`src/design/hsw_pkg.sv`:
```
// Package for the int8 hard-swish activation block.
// Holds register indexes, reset values and the fixed-point helper functions.
// No dependencies.
package hsw_pkg;

  typedef logic signed [15:0] q16_t;

  // Configuration register indexes.
  localparam logic [2:0] CFG_IN_ZP    = 3'd0;
  localparam logic [2:0] CFG_OUT_ZP   = 3'd1;
  localparam logic [2:0] CFG_OUT_MUL  = 3'd2;
  localparam logic [2:0] CFG_OUT_SH   = 3'd3;
  localparam logic [2:0] CFG_GATE_MUL = 3'd4;
  localparam logic [2:0] CFG_GATE_SH  = 3'd5;

  localparam int unsigned CFG_IDX_W  = 3;
  localparam int unsigned CFG_DATA_W = 15;

  localparam logic [14:0] MUL_RESET = 15'd16384;

  // Number of register stages between input and output.
  localparam int unsigned NUM_STAGES = 7;

  // Saturating left shift of an int16 value by 0..31.
  function automatic q16_t sat_shl16(input q16_t x, input logic [4:0] s);
    logic signed [47:0] w;
    w = $signed({{32{x[15]}}, x}) <<< s;
    if (w > 48'sd32767) begin
      return 16'sh7fff;
    end else if (w < -48'sd32768) begin
      return 16'sh8000;
    end else begin
      return w[15:0];
    end
  endfunction

  // Rounding right shift by 1..32, ties away from zero.
  function automatic q16_t round_shr16(input q16_t x, input logic [5:0] e);
    logic signed [33:0] xe;
    logic signed [33:0] half;
    logic signed [33:0] t;
    xe   = $signed({{18{x[15]}}, x});
    half = 34'sd1 <<< (e - 6'd1);
    t    = xe + half - $signed({33'd0, x[15]});
    t    = t >>> e;
    return t[15:0];
  endfunction

  // Q15 rounding (half up) of a product whose result is known to fit in int16.
  function automatic q16_t rnd_q15(input logic signed [31:0] p);
    logic signed [31:0] t;
    t = p + 32'sd16384;
    return t[30:15];
  endfunction

  function automatic logic signed [7:0] sat8(input logic signed [16:0] v);
    if (v > 17'sd127) begin
      return 8'sh7f;
    end else if (v < -17'sd128) begin
      return 8'sh80;
    end else begin
      return v[7:0];
    end
  endfunction

endpackage

```
`src/design/int8_hardswish_activation_top.sv`:
```
// Top level of the int8 hard-swish activation block.
// Seven-stage pipeline with per-stage valid bits; uses hsw_pkg.
//
// Usage:
// The input channel (in_valid/in_ready) carries one int8 activation and a
// last flag per item; the output channel (out_valid/out_ready) returns the
// hard-swish result and the same last flag. Configuration is written through
// cfg_we/cfg_index/cfg_wdata while no item is in flight; writes to indexes
// above five are ignored.
// An accepted item passes through all seven register stages before out_valid
// rises for it. One item is accepted every cycle while out_ready does not stall
// the pipeline; the rate is set by the single pipeline of three 16x16
// multipliers, each followed by a register stage.
// Every stage advances when it is empty or the stage after it advances, so
// bubbles close up during a stall. When out_ready is low with all seven
// stages full, in_ready drops; nothing is lost or repeated.
// A synchronous active-low reset empties the pipeline and loads the register
// reset values (both zero points and shifts zero, both multipliers 16384).
module int8_hardswish_activation_top (
  input  logic                                 clk,
  input  logic                                 rst_n,
  input  logic                                 in_valid,
  output logic                                 in_ready,
  input  logic signed [7:0]                    in_sample_in,
  input  logic                                 in_last_in,
  output logic                                 out_valid,
  input  logic                                 out_ready,
  output logic signed [7:0]                    out_sample_out,
  output logic                                 out_last_out,
  input  logic                                 cfg_we,
  input  logic [hsw_pkg::CFG_IDX_W-1:0]        cfg_index,
  input  logic [hsw_pkg::CFG_DATA_W-1:0]       cfg_wdata
);
  import hsw_pkg::*;

  // Configuration registers.
  logic signed [7:0] in_zp_r;
  logic signed [7:0] out_zp_r;
  logic [14:0]       out_mul_r;
  logic signed [5:0] out_sh_r;
  logic [14:0]       gate_mul_r;
  logic signed [5:0] gate_sh_r;

  always_ff @(posedge clk) begin
    if (!rst_n) begin
      in_zp_r    <= '0;
      out_zp_r   <= '0;
      out_mul_r  <= MUL_RESET;
      out_sh_r   <= '0;
      gate_mul_r <= MUL_RESET;
      gate_sh_r  <= '0;
    end else if (cfg_we) begin
      unique case (cfg_index)
        CFG_IN_ZP:    in_zp_r    <= cfg_wdata[7:0];
        CFG_OUT_ZP:   out_zp_r   <= cfg_wdata[7:0];
        CFG_OUT_MUL:  out_mul_r  <= cfg_wdata[14:0];
        CFG_OUT_SH:   out_sh_r   <= cfg_wdata[5:0];
        CFG_GATE_MUL: gate_mul_r <= cfg_wdata[14:0];
        CFG_GATE_SH:  gate_sh_r  <= cfg_wdata[5:0];
        default: ;
      endcase
    end
  end

  // Stage control.
  logic [NUM_STAGES-1:0] vld_r;
  logic [NUM_STAGES-1:0] last_r;
  logic [NUM_STAGES:0]   en;

  always_comb begin
    en[NUM_STAGES] = out_ready;
    for (int k = NUM_STAGES - 1; k >= 0; k--) begin
      en[k] = !vld_r[k] || en[k+1];
    end
  end

  assign in_ready = en[0];

  always_ff @(posedge clk) begin
    if (!rst_n) begin
      vld_r <= '0;
    end else begin
      if (en[0]) begin
        vld_r[0] <= in_valid;
      end
      for (int k = 1; k < NUM_STAGES; k++) begin
        if (en[k]) begin
          vld_r[k] <= vld_r[k-1];
        end
      end
    end
  end

  always_ff @(posedge clk) begin
    if (en[0]) begin
      last_r[0] <= in_last_in;
    end
    for (int k = 1; k < NUM_STAGES; k++) begin
      if (en[k]) begin
        last_r[k] <= last_r[k-1];
      end
    end
  end

  // Datapath registers.
  q16_t               hires_r;
  logic signed [31:0] pprod_r;
  q16_t               gsh_r;
  q16_t               pre_r;
  logic signed [31:0] gprod_r;
  q16_t               pre3_r;
  logic [14:0]        gate_r;
  logic signed [31:0] fprod_r;
  q16_t               fsh_r;
  logic signed [7:0]  sample_r;

  logic signed [8:0]  diff;
  q16_t               hires_nxt;
  logic signed [31:0] pprod_nxt;
  q16_t               gsh_nxt;
  q16_t               pre_nxt;
  logic signed [31:0] gprod_nxt;
  q16_t               gmul_q;
  q16_t               gpost;
  logic [14:0]        gate_nxt;
  logic signed [31:0] fprod_nxt;
  q16_t               fin;
  q16_t               fsh_nxt;
  logic signed [7:0]  sample_nxt;

  always_comb begin
    // The offset input shifted by seven always fits in int16.
    diff      = $signed({in_sample_in[7], in_sample_in}) - $signed({in_zp_r[7], in_zp_r});
    hires_nxt = $signed({diff, 7'd0});

    pprod_nxt = hires_r * $signed({1'b0, out_mul_r});
    if (gate_sh_r > 6'sd0) begin
      gsh_nxt = sat_shl16(hires_r, 5'(gate_sh_r - 6'sd1));
    end else begin
      gsh_nxt = hires_r;
    end

    pre_nxt   = rnd_q15(pprod_r);
    gprod_nxt = gsh_r * $signed({1'b0, gate_mul_r});

    gmul_q = rnd_q15(gprod_r);
    priority if (gate_sh_r > 6'sd0) begin
      gpost = sat_shl16(gmul_q, 5'd1);
    end else if (gate_sh_r < 6'sd0) begin
      gpost = round_shr16(gmul_q, 6'(-gate_sh_r));
    end else begin
      gpost = gmul_q;
    end
    // Adding 32768 flips the sign bit; the halving drops bit zero.
    gate_nxt = {~gpost[15], gpost[14:1]};

    fprod_nxt = $signed({1'b0, gate_r}) * pre3_r;

    fin = rnd_q15(fprod_r);
    if (out_sh_r < 6'sd0) begin
      fsh_nxt = round_shr16(fin, 6'(-out_sh_r));
    end else begin
      fsh_nxt = sat_shl16(fin, out_sh_r[4:0]);
    end

    sample_nxt = sat8($signed({fsh_r[15], fsh_r}) + $signed({{9{out_zp_r[7]}}, out_zp_r}));
  end

  always_ff @(posedge clk) begin
    if (en[0]) begin
      hires_r <= hires_nxt;
    end
    if (en[1]) begin
      pprod_r <= pprod_nxt;
      gsh_r   <= gsh_nxt;
    end
    if (en[2]) begin
      pre_r   <= pre_nxt;
      gprod_r <= gprod_nxt;
    end
    if (en[3]) begin
      pre3_r <= pre_r;
      gate_r <= gate_nxt;
    end
    if (en[4]) begin
      fprod_r <= fprod_nxt;
    end
    if (en[5]) begin
      fsh_r <= fsh_nxt;
    end
    if (en[6]) begin
      sample_r <= sample_nxt;
    end
  end

  assign out_valid      = vld_r[NUM_STAGES-1];
  assign out_sample_out = sample_r;
  assign out_last_out   = last_r[NUM_STAGES-1];

`ifndef SYNTHESIS
  a_accept_fills: assert property (@(posedge clk) disable iff (!rst_n)
    (in_valid && in_ready) |=> vld_r[0])
    else $error("accepted item did not reach the first stage");

  a_full_blocks: assert property (@(posedge clk) disable iff (!rst_n)
    ((&vld_r) && !out_ready) |-> !in_ready)
    else $error("full pipeline accepted an item during a stall");

  a_stall_holds: assert property (@(posedge clk) disable iff (!rst_n)
    (vld_r[3] && !en[3]) |=> (vld_r[3] && $stable(gate_r) && $stable(pre3_r)))
    else $error("stalled gate stage lost or changed its item");

  a_out_source: assert property (@(posedge clk) disable iff (!rst_n)
    $rose(out_valid) |-> $past(vld_r[NUM_STAGES-2]))
    else $error("result appeared without an item in the stage before it");
`endif

endmodule

```
`config.mk`:
```
export PLATFORM = sky130hd
export DESIGN_NAME = int8_hardswish_activation_top
export DESIGN_NICKNAME = d
export VERILOG_FILES = /design/src/design/hsw_pkg.sv /design/src/design/int8_hardswish_activation_top.sv
export SDC_FILE = /design/constraint.sdc
export NUM_CORES = 2
export LEC_CHECK = 0
export BUFFER_PORTS_ARGS = -buffer_cell sky130_fd_sc_hd__buf_2
export CORE_MARGIN = 1
export CORE_UTILIZATION = 30
export CTS_BUF_LIST = sky130_fd_sc_hd__clkbuf_4 sky130_fd_sc_hd__clkbuf_8 sky130_fd_sc_hd__clkbuf_16
export DETAILED_ROUTE_END_ITERATION = 12
export PLACE_DENSITY = 0.52
export SYNTH_ARGS = -nofsm -noshare
export SYNTH_HDL_FRONTEND = slang
export SYNTH_SLANG_ARGS = --single-unit
```
`constraint.sdc`:
```
create_clock -name clk -period 9.2 [get_ports clk]
set_clock_uncertainty 0.2 [all_clocks]
set_input_delay 1.84 -clock clk [delete_from_list [all_inputs] [get_ports clk]]
set_output_delay 1.84 -clock clk [all_outputs]
set_load 0.005 [all_outputs]
```
==> results.md <==
Synthesis:
- The synthesized area divided by synthesized cell count is 8.564 sq um.
- Summing the sequential cell areas from Yosys gives between 10% and 20% of the chip area.
- After synthesis, the share of flip-flops with an asynchronous set or reset is 0%.
- Yosys mapped a number of flops with a built-in enable equal to between 100 and 150.
- Synthesis produced about 5000 cells.
- The total of flip-flops plus latches after synthesis is ~210.
- The number of different library cells used by synthesis comes to approximately 110.
- The share of synthesized area in the top cell type comes to about a quarter.
- Yosys attributes the largest share of cell area to fa_1 23%, ha_1 12%, edfxtp_1 11%, inv_1 6.2%, nand2_1 5.6%.
- The synthesized area is between 0.04 and 0.05 sq mm.
- During synthesis, Yosys emitted a total of 0 warnings.
- The total nets after synthesis is roughly 5900.
- In the synthesized netlist the dominant register cell turns out to be edfxtp_1.
- The dominant cell type by area after synthesis is fa_1.

Detailed routing:
- The routed layout has 34650 vias.
- Summed over all layers, the routed wires come to ~120 mm.
- The number of remaining DRC errors is 0.
- Dividing the detail-routed wire length by the instance count gives ~19 um.
- Before antenna repair, the detailed router went through 5 iterations.
- The count of nets left with antenna violations once routing finished came out at 0.
- The routed via count divided by cell count is about 5.2.
- In this run, the number of DRC markers left after iteration 0 of detailed routing was 3047.

STA:
- The final total negative setup slack is 0 ns.
- The hold violation total from the final report is 0.
- The post-layout minimum cycle time is 7.855 ns.
- The worst slew margin relative to its limit is approximately 21%.
- After layout, the worst setup slack is around 1.3 ns.
- The number of failing setup endpoints in the final timing report is 0.
- The number of slew-limit violations in the final report is 0.
- The transition at the pin with the smallest max-transition slack is between 1 and 1.5 ns.
- Setup repair after global routing left no endpoint under its margin.
- Static timing analysis puts the maximum clock frequency at about 0.13 GHz.
- The post-route fraction of the period consumed by the critical path is between 80% and 90%.
- The worst-case hold slack is roughly 0.21 ns.

Place:
- Summed over all nets, the half-perimeter wirelength after detailed placement is between 90 and 100 mm.
- OpenSTA, run right after detailed placement, puts the worst setup slack at 1.262 ns.
- The count of buffers added on input and output ports is between 40 and 50.
- The last weighted congestion value of the routability-driven placer is slightly above 0.9.

Die:
- The overall die width is roughly 380 um.
- The total I/O pin count is 43.
- Once the floorplan was initialized, standard cells occupied between 30% and 40% of the core.
- The die covers approximately 0.14 sq mm.
- The die extent in y is roughly 380 um.
- The number of rows in the core area is around 140.
- The region available for standard cell placement spans between 0.1 and 0.15 sq mm.

Global route:
- For this run the aggregate overflow at the end of global routing stands at 0.
- The met2 usage is a little over a quarter.
- The most heavily used metal layer in global routing is met2.
- Entering global routing, the biggest net connects 66 pins.
- In the global route stage, met1 resource usage came out at a little over a quarter.
- The number of antenna violations at the first check in global routing is 1.
- The global-route wire length before repair is 200.2 mm.
- The number of global-route vias before repair is 34630.
- Global routing used under 10% of the available met3 tracks.
- Global routing used between 10% and 20% of the available tracks across all layers.

Status:
- The flow ran to the end, and the final reports show no timing, DRC or antenna violations.

Clocking:
- Clock-pin slew was measured on the worst setup and hold paths at 0.06 ns.
- In this run, post-CTS hold repair placed 0 buffers.
- The root buffer cell is clkbuf_16.
- The number of clock buffers added by TritonCTS is 28.
- TritonCTS built the clock tree.
- For the worst-skew pair, the clock arrives at the later sink with an insertion delay of roughly 0.58 ns.
- The number of buffers between clock root and the deepest sink is 3.
- The post-CTS setup-driven buffer insertion count is 0.
- The clock net in this run drives a total of roughly 210 sinks.
- The number of cells upsized or downsized after cts is 0.
- The CTS H-tree depth is 1.

Flow run:
- The total of max-cap violations is 0.

Worst setup path:
- The required time of the critical path is ~9.4 ns.
- The endpoint type of the worst setup path is a flop.
- The highest net fanout along the worst path is 16.
- STA classifies the critical path startpoint as a flop.
- The data arrival at the endpoint of the critical path is 8.08 ns.
- The critical path start-end classification is flop to flop.

Cells and area:
- The area taken by multi-input logic gates is around 0.033 sq mm.
- Counting the fill cells in the layout gives 14890.
- Registers take approximately 0.0057 sq mm.
- Measured on the finished design, the core utilization comes to between 30% and 40%.
- The number of nets in the final layout is about 5700.
- The layout overhead on the synthesized area is 6.643%.
- In the final layout, the share of cells above drive strength 1 is under 10%.

Min path:
- The worst hold-check path type is flop to flop.
flip-flops by register name, indices dropped and copies added, names as in the netlist:
signal          cells
out_zp_r            8
fprod_r            17
pprod_r            17
gate_r             15
hires_r             9
out_sample_out      8
last_r              7
gate_mul_r         15
out_mul_r          15
gsh_r              10
in_zp_r             8
vld_r               7
out_sh_r            6
fsh_r              16
gate_sh_r           6
pre3_r             16
gprod_r            17
pre_r              16
final cells by class:
class	instances	share of cell area (%)
clock inverter	14	0.3306
clock buffer	37	1.720
sequential	213	12.76
tap	1876	5.212
timing repair buffer	91	1.284
inverter	702	5.851
multi-input combinational	3759	72.83
antenna	1	0.005556
synth_stat cells (70+ instances only):
cell,instances
a21oi_1,197
and2_1,234
clkbuf_1,199
edfxtp_1,148
fa_1,493
ha_1,413
inv_1,697
mux2i_1,70
nand2_1,627
nand3_1,101
nor2_1,229
nor3_1,97
o21ai_0,124
xnor2_1,135
placed cells by master (no fill, tap or decap), types with 59 or more instances in the layout:
master,count
inv_1,697
nand2_1,627
fa_1,493
ha_1,412
and2_1,234
nor2_1,229
a21oi_1,197
edfxtp_1,148
xnor2_1,133
o21ai_0,124
nand3_1,101
nor3_1,97
mux2i_1,70
a21o_1,69
dfxtp_1,63
nor2b_1,59
path summary, 6_finish.rpt:
path / start / end / slack, ns / cells past startpoint
setup / recovery: out_sh_r[1]$_SDFFE_PN0P_ / fsh_r[13]$_DFFE_PP_ / 1.34 / 24
hold / removal: pre_r[9]$_DFFE_PP_ / pre3_r[9]$_DFFE_PP_ / 0.21 / 0
setup reg to reg: out_sh_r[1]$_SDFFE_PN0P_ / fsh_r[13]$_DFFE_PP_ / 1.34 / 24
hold reg to reg: pre_r[9]$_DFFE_PP_ / pre3_r[9]$_DFFE_PP_ / 0.21 / 0
through the flow:
step / area [sq um] / cells
after detailed placement: 44110 / 6641
final: 45040 / 6693
after global placement: 44110 / 6641
after floorplan: 42230 / 4931
after global routing: 45030 / 6692
after CTS: 45030 / 6692
cell families after synthesis:
group	Yosys count	synth area share, %
AND/OR/NAND/NOR	1622	18.84
flip-flops	213	13.61
AO/OA/AOI/OAI	914	15.26
adder cells (fa/ha/maj)	915	35.82
XOR/XNOR	194	4.145
multiplexers	114	3.499
buffers and inverters	959	8.838
worst max-delay path: stages, from the launching register on:
cell and delay, ns:
dfxtp_1 0.31, inv_1 0.32, ha_1 0.39, nor3b_2 0.29, xnor2_1 0.10, buf_4 0.20
or3_1 0.37, and3_1 0.19, nor2_1 0.61, and3_1 0.34, nand2_1 0.08, ha_1 0.30
inv_1 0.04, ha_1 0.47, nand4_1 0.29, or3_1 0.45, or3_1 0.39, o221a_2 0.28
a21oi_2 0.18, xor2_1 0.36, o22ai_1 0.15, a2111oi_0 0.79, o21a_1 0.23, o21ai_0 0.11
a32oi_1 0.23
layer usage:
| metal | routed length (um) | vias up |
|---|---|---|
| met3 | 6327 | 106 |
| li1 | - | 16420 |
| met5 | 0 | - |
| met4 | 1629 | 0 |
| met2 | 54850 | 951 |
| met1 | 62090 | 17170 |
Power is left out: the tool's default activity adds up to more than one toggle a clock period on the data nets, which glitch-free logic cannot reach.
